**config.mk**
```make
export PLATFORM = sky130hd
export DESIGN_NAME = lfp_esc_lane
export DESIGN_NICKNAME = d
export VERILOG_FILES = /design/src/lfp_pkg.sv /design/src/lfp_esc_lane.sv
export SDC_FILE = /design/constraint.sdc
export NUM_CORES = 1
export LEC_CHECK = 0
export ABC_AREA = 1
export BUFFER_PORTS_ARGS = -buffer_cell sky130_fd_sc_hd__buf_2
export CORE_AREA = 5 5 42 44
export DETAILED_ROUTE_END_ITERATION = 10
export DIE_AREA = 0 0 47 49
export PLACE_DENSITY = 0.57
export REMOVE_ABC_BUFFERS = 1
export SYNTH_ARGS = -nofsm -noshare
export SYNTH_HDL_FRONTEND = slang
export SYNTH_SLANG_ARGS = --single-unit
```
**constraint.sdc**
```tcl
create_clock -name vclk -period 2
set_input_delay 0.4 -clock vclk [all_inputs]
set_output_delay 0.4 -clock vclk [all_outputs]
set_load 0.05 [all_outputs]
```
**src/lfp_pkg.sv**
```systemverilog
// shared types and constants of the led frame packer
package lfp_pkg;

  typedef logic [7:0] byte_t;

  // request commands
  typedef enum logic [1:0] {
    CMD_PIXEL = 2'd0,
    CMD_STRIP = 2'd1,
    CMD_FRAME = 2'd2,
    CMD_READ  = 2'd3
  } cmd_e;

  // packet framing bytes
  localparam byte_t MARK_START = 8'd94;
  localparam byte_t MARK_END   = 8'd36;
  localparam byte_t MARK_STRIP = 8'd44;

  // escape table entries
  localparam byte_t ESC_ZERO_IN    = 8'd0;
  localparam byte_t ESC_ZERO_OUT   = 8'd1;
  localparam byte_t ESC_CARET_IN   = 8'd94;
  localparam byte_t ESC_CARET_OUT  = 8'd95;
  localparam byte_t ESC_COMMA_IN   = 8'd44;
  localparam byte_t ESC_COMMA_OUT  = 8'd43;
  localparam byte_t ESC_DOLLAR_IN  = 8'd36;
  localparam byte_t SUBST_RESET    = 8'd37;

  // one escape lane per input channel: red, green, blue and brightness
  localparam int unsigned NUM_LANES = 4;
  localparam int unsigned CNT_W     = $clog2(NUM_LANES + 1);

  // framing read classes
  typedef enum logic [1:0] {
    RD_ZERO  = 2'd0,
    RD_START = 2'd1,
    RD_BODY  = 2'd2,
    RD_END   = 2'd3
  } rd_sel_e;

endpackage

```
**src/lfp_esc_lane.sv**
```systemverilog
// one escape lane: maps a channel byte to its packet byte
module lfp_esc_lane (
  input  lfp_pkg::byte_t value_i,
  input  lfp_pkg::byte_t subst_i,
  output lfp_pkg::byte_t esc_o
);
  import lfp_pkg::*;

  // reserved bytes are swapped for other bytes; the dollar byte for the configured substitute
  always_comb begin
    case (value_i)
      ESC_ZERO_IN:   esc_o = ESC_ZERO_OUT;
      ESC_CARET_IN:  esc_o = ESC_CARET_OUT;
      ESC_COMMA_IN:  esc_o = ESC_COMMA_OUT;
      ESC_DOLLAR_IN: esc_o = subst_i;
      default:       esc_o = value_i;
    endcase
  end

endmodule

```
==> impl_metrics.toml, run 1 <==
[power]
p_leak_nw = 0.294
power_w = 0.0000954
p_per_area_mw_per_mm2 = 208
ir_drop_uv = 62.9

[cells_and_area]
layout_commonest_cell = "nand2_1"
regArea_sq_um = 0
area_growth_pct = 50.0
filler_cell_count = 172
instances_no_fill = 110
layout_common_cells = "23 x nand2_1, 19 x buf_2, 13 x nor2_1"
drive_above_1_share = 0.383
clkbuf_count = 0
final_nets = 112
design.seq.count = 0
diodes = 0

[sta]
setup_violations = 0
drv_slew = 0
min_period_ps = 1820
setup_tns_ps = 0
hold_viol_final = 0
worst_slack_ps = 179
rsz0062_at_grt = "no"
max-slew-margin-rel = 0.833
finalCritPeriodShare = 0.910
tightest_slew_ps = 251
fmax_mhz = 549

[hold_path]
min_from = "value_i[0]"
hp-class = "in2out"

[synth]
yosysWarnings = 0
synthCells = 70
netlist_area_sq_um = 305
synth_seq_area_share = 0
syn_area_per_cell_sq_um = 4.36
synth_cell_types = 10

[worst_setup_path]
worst-path-max-fanout = 7
crit_start = "value_i[1]"
critPathRequiredTime_ps = 1600
critPathKind = "in2out"
cp.arrival_ps = 1420
start_kind = "input port"
cp-end-kind = "primary output"

[detailed_routing]
wire_per_inst_um = 8.21
drtIter0Drc = 3
route.vias.total = 450
firstDrtPassIters = 4
viasPerCell = 4.09
drcViolationCount = 0
ant_nets = 0
totalWireLength_um = 903

[status]
outcome = "finished clean"

[place]
port_buffers = 24
dp_hpwl_um = 821
pre_cts_ws_ps = 149
placed_cells = 110
gp_congestion = 0.762

[job]
drv_cap = 0

[global_route]
groute.usage.overall = 0.0793
grt_first_pass_wirelength_mm = 1.50
grt_max_degree = 8
grt_pass1_vias = 370
antenna_found_initial = 0
grt_overflow = 0

[floorplan]
die_y_um = 49
die_area_sq_mm = 0.00230
start_util = 0.218
num_rows = 14
fp.dieW_um = 47
coreArea_sq_mm = 0.00140
ios = 24

[cts]
post_cts_buffers = 0
## power breakdown
part | switching, W | total, W | leakage [nW] | internal, W
logic | 0.0000642 | 0.0000954 | 0.294 | 0.0000313
registers | 0 | 0 | 0 | 0
clock network | 0 | 0 | 0 | 0
total | 0.0000642 | 0.0000954 | 0.294 | 0.0000313
## per-layer routing
layer,share of wire,vias up,GRT usage,wire length (um)
li1,-,260,-,-
met2,0.48,15,0.136,429
met1,0.43,175,0.111,386
met5,0,-,0,0
met3,0.096,0,0.00738,87
met4,0,0,0,0
## cell usage after synthesis
library cell / number / area [sq um]
a21oi_1: 2 / 10.0
nand2_2: 2 / 12.5
nor2_4: 1 / 11.3
nand3_1: 8 / 40.0
nor2_1: 13 / 48.8
a31o_2: 1 / 8.76
nor2_2: 5 / 31.3
inv_1: 12 / 45.0
nand2_1: 23 / 86.3
inv_2: 3 / 11.3
## cells by family (layout without fill, tap and decap cells)
group                  count (synthesis)  after routing  synth area share
AOI/OAI and AO/OA                      3              3            0.0615
and+or+nand+nor                       52             52             0.754
buffers and inverters                 15             39             0.184
## stage by stage
step / hold slack [ps] / cell area (sq um) / utilization
6_report: 1230 / 458 / 0.327
3_5_place_dp: 1240 / 445 / 0.318
5_1_grt: 1260 / 458 / 0.327
2_1_floorplan: 1050 / 305 / -
3_3_place_gp: 1240 / 445 / 0.318
4_1_cts: 1240 / 445 / 0.318
## layout make-up
type / instances / area, sq um / area share
multi-input combinational: 55 / 249 / 0.544
timing repair buffer: 24 / 133 / 0.290
inverter: 15 / 56.3 / 0.123
tap: 16 / 20.0 / 0.0437
## repair_timing
item	CTS	global route
hold buffers	0	0
gates resized for setup	0	5
setup endpoints to repair	0	5
## critical path, stage by stage
cell and delay, ps:
buf_2 110, nor2_1 60, nand2_2 110, nor2_1 60
nor2_2 230, nand3_1 120, nand2_1 70, buf_2 250
## final timing paths
check	cells after the start	endpoint	slack [ps]
setup / recovery	8	esc_o[5]	180
hold / removal	4	esc_o[0]	1230
Note: power is estimated with default switching activity, not from simulation.
==> inputs of run 2 (changes only) <==
- ABC_AREA: 1 -> not set
- BUFFER_PORTS_ARGS: -buffer_cell sky130_fd_sc_hd__buf_2 -> not set
- DONT_BUFFER_PORTS: not set -> 1
- PLACE_DENSITY: 0.57 -> 0.31
==> run 2 against run 1 <==
Sequential cell count unchanged. Via count is 47% lower. Maximum frequency fell by 6.9%. Hold slack got worse by 190 ps. Combinational power shrank 19%. First-iteration DRC count did not move. Total power decreased by 19%. Die area is the same. Sequential share of layout area is the same.
==> impl_metrics.toml, run 2 <==
[status]
outcome = "finished clean"

[power]
p_per_area_mw_per_mm2 = 264
p_leak_nw = 0.142
ir_drop_uv = 85.2

[detailed_routing]
firstDrtPassIters = 2
viasPerCell = 5.17
wire_per_inst_um = 16.6
totalWireLength_um = 763
ant_nets = 0
drtIter0Drc = 3
route.vias.total = 238
drcViolationCount = 0

[sta]
tightest_slew_ps = 257
min_period_ps = 1960
drv_slew = 0
rsz0062_at_grt = "no"
hold_viol_final = 0
hold_ws_ps = 1040
max-slew-margin-rel = 0.827
fmax_mhz = 511
finalCritPeriodShare = 0.978
setup_violations = 0

[hold_path]
hold_end = "esc_o[5]"
min_from = "value_i[2]"
hold_depth = 2
hp-class = "in2out"

[floorplan]
fp.dieW_um = 47
coreArea_sq_mm = 0.00140
ios = 24
start_util = 0.118
num_rows = 14
die_area_sq_mm = 0.00230
die_y_um = 49

[cells_and_area]
area_growth_pct = 77.3
regArea_sq_um = 0
design_area_sq_um = 293
layout_commonest_cell = "buf_12"
final_nets = 48
clkbuf_count = 0
layout_common_cells = "4 x buf_12, 3 x a21o_1, 3 x inv_1, 3 x nor2_1, 3 x buf_4"
diodes = 0
drive_above_1_share = 0.433
design.seq.count = 0

[global_route]
grt_pass1_vias = 274
grt_max_degree = 9
groute.usage.overall = 0.0702
antenna_found_initial = 0
grt_first_pass_wirelength_mm = 1.27
grt_overflow = 0

[worst_setup_path]
start_kind = "input port"
critPathRequiredTime_ps = 1600
cp-end-kind = "primary output"
cp.arrival_ps = 1560
critPathKind = "in2out"
worst-path-max-fanout = 4

[synth]
syn_area_per_cell_sq_um = 7.18
yosys.area.top_type = "a21o_1"
synthCells = 23
synth_common_cells = "3 x a21o_1, 3 x inv_1, 3 x nor2_1"
synth_top_area_frac = 0.136
netlist_area_sq_um = 165
yosysWarnings = 0
synth_cell_types = 17
synth_seq_area_share = 0
synth.top_cells.by_area = "a21o_1 14%, nor4_4 13%, a41o_2 6.8%"

[place]
gp_congestion = 0.740
placed_area_sq_um = 293
port_buffers = 0

[job]
drv_cap = 0

[cts]
postCtsHoldBufs = 0
post_cts_buffers = 0
postCtsResizedCells = 0
[run 2: worst max-delay path by stage]
stage / start / endpoint / slack (ps) / cells after the start
2_1_floorplan: value_i[0] / esc_o[1] / -590 / 2
3_3_place_gp: value_i[0] / esc_o[3] / 70 / 4
3_5_place_dp: value_i[0] / esc_o[3] / 40 / 4
4_1_cts: value_i[0] / esc_o[3] / 30 / 4
5_1_grt: value_i[0] / esc_o[3] / 4 / 4
6_report: value_i[0] / esc_o[3] / 40 / 4
[run 2: per-layer routing]
metal  up-vias  GRT usage  share of wire
met5         -          0              0
met4         0          0              0
met1       107     0.0913           0.38
met3         0     0.0406           0.22
met2        26      0.106           0.40
li1        105          -              -
[run 2: cell families after synthesis]
group,Yosys count,share of synthesized area
AOI/OAI and AO/OA,11,0.508
buffers and inverters,3,0.0682
and+or+nand+nor,9,0.424
[run 2: cell type report]
cell class	count	area, sq um
Multi-Input combinational cell	20	159
Timing Repair Buffer	7	103
Fill cell	161	1110
Inverter	3	11.3
Tap cell	16	20.0
[run 2: worst max-delay path, cell delays in order]
cell and delay [ps]:
or4_4 560, nor2_2 190, a41o_1 260, buf_12 150
[run 2: through the flow]
step,worst slack [ps],setup TNS [ps],utilization,std cells,power (W)
global placement,73.7,0,0.209,46,0.0000770
detailed placement,35.1,0,0.209,46,0.0000778
CTS,29.4,0,0.209,46,0.0000780
floorplan,-589,-693,-,23,0.0000485
global route,3.95,0,0.209,46,0.0000813
finish,44.4,0,0.209,46,0.0000772
[run 2: power by group]
part / total [W] / switching, W / internal, W
Combinational: 0.0000772 / 0.0000464 / 0.0000308
Clock: 0 / 0 / 0
Sequential: 0 / 0 / 0
Total: 0.0000772 / 0.0000464 / 0.0000308
==> inputs of run 3 (changes only) <==
- ABC_AREA: not set -> 1
- PLACE_DENSITY: 0.31 -> 0.42
==> run 3 against run 2 <==
Global-route usage grew 0.14 points. Cell count grew 100%. Via count grew 67%. Hold slack gained 17 ps. Design area grew 29%. First-iteration DRC count is the same. Sequential cell count is the same. Combinational power shrank 2%. Total power shrank 2.0%. Setup slack gained 300 ps. Utilization grew 6.1 points. Critical path depth grew 3. Critical path type unchanged. Largest power group unchanged.
==> impl_metrics.toml, run 3 (synthesis results as in run 1) <==
[status]
outcome = "finished clean"

[job]
drv_cap = 0

[power]
p_per_area_mw_per_mm2 = 200
p_leak_nw = 0.230
ir_drop_uv = 49.1

[floorplan]
num_rows = 14
die_y_um = 49
start_util = 0.218
ios = 24
fp.dieW_um = 47
coreArea_sq_mm = 0.00140
die_area_sq_mm = 0.00230

[global_route]
grt_max_degree = 8
grt_first_pass_wirelength_mm = 1.35
antenna_found_initial = 0
grt_pass1_vias = 339
groute.usage.overall = 0.0716
grt_overflow = 0

[cells_and_area]
area_growth_pct = 23.8
instances_no_fill = 93
clkbuf_count = 0
layout_commonest_cell = "nand2_1"
design.seq.count = 0
design_area_sq_um = 378
final_nets = 95
layout_common_cells = "23 x nand2_1, 13 x nor2_1, 12 x inv_1"
drive_above_1_share = 0.247
diodes = 0
regArea_sq_um = 0

[detailed_routing]
ant_nets = 0
drtIter0Drc = 3
drcViolationCount = 0
totalWireLength_um = 887
firstDrtPassIters = 4
wire_per_inst_um = 9.54
route.vias.total = 397
viasPerCell = 4.27

[worst_setup_path]
crit_path_cell_trace = "nor2_1 > nand2_2 > nor2_4 > nor2_2 > nand3_1 > nand2_1 > buf_4"
slowest_stage = "nor2_4"
start_kind = "input port"
critPathKind = "in2out"
path_buf_inv = 1
path_depth = 7
crit_start = "value_i[1]"
crit_end = "esc_o[5]"
cp-end-kind = "primary output"
critPathRequiredTime_ps = 1600
cp.arrival_ps = 1260
worst-path-max-fanout = 6
max_stage_delay_ps = 180
worst_path_dominant_cell_family = "simple AND/OR/NAND/NOR gates"

[sta]
worst_slack_ps = 340
rsz0062_at_grt = "no"
drv_slew = 0
fmax_mhz = 602
tightest_slew_ps = 291
max-slew-margin-rel = 0.806
finalCritPeriodShare = 0.830
hold_viol_final = 0
setup_violations = 0
min_period_ps = 1660
setup_tns_ps = 0

[cts]
postCtsResizedCells = 0
postCtsHoldBufs = 0
post_cts_buffers = 0

[place]
port_buffers = 0
placed_cells = 93
pre_cts_ws_ps = 338
dp_hpwl_um = 825
placed_area_sq_um = 378
gp_congestion = 0.826

[hold_path]
hp-class = "in2out"
[run 3: metal layers]
metal  wire length [um]  GRT usage  up-vias
met5                  0          0        -
met4                  0          0        0
met3                129     0.0221        0
met2                422      0.122       15
met1                335     0.0913      159
li1                   -          -      223
[run 3: final cells by class]
type	count	area, sq um
Fill cell	172	1020
Inverter	15	56.3
Multi-Input combinational cell	55	249
Tap cell	16	20.0
Timing Repair Buffer	7	52.6
[run 3: stage by stage]
step                      hold slack, ps   util  power (W)
after CTS                           1060  0.270  0.0000768
after detailed placement            1060  0.270  0.0000767
final                               1060  0.270  0.0000757
after floorplan                     1050      -  0.0000596
after global placement              1060  0.270  0.0000766
after global routing                1070  0.270  0.0000820
[run 3: power breakdown]
| group | internal (W) | switching, W | total [W] | leakage (nW) |
|---|---|---|---|---|
| Combinational | 0.0000225 | 0.0000532 | 0.0000757 | 0.230 |
| Sequential | 0 | 0 | 0 | 0 |
| Clock | 0 | 0 | 0 | 0 |
[run 3: how the worst min path moves through the flow]
stage / start / to / slack [ps] / cells past startpoint
floorplan: value_i[7] / esc_o[7] / 1050 / 1
global placement: value_i[7] / esc_o[7] / 1060 / 1
detailed placement: value_i[7] / esc_o[7] / 1060 / 1
CTS: value_i[7] / esc_o[7] / 1060 / 1
global route: value_i[7] / esc_o[7] / 1070 / 1
finish: value_i[7] / esc_o[7] / 1060 / 1
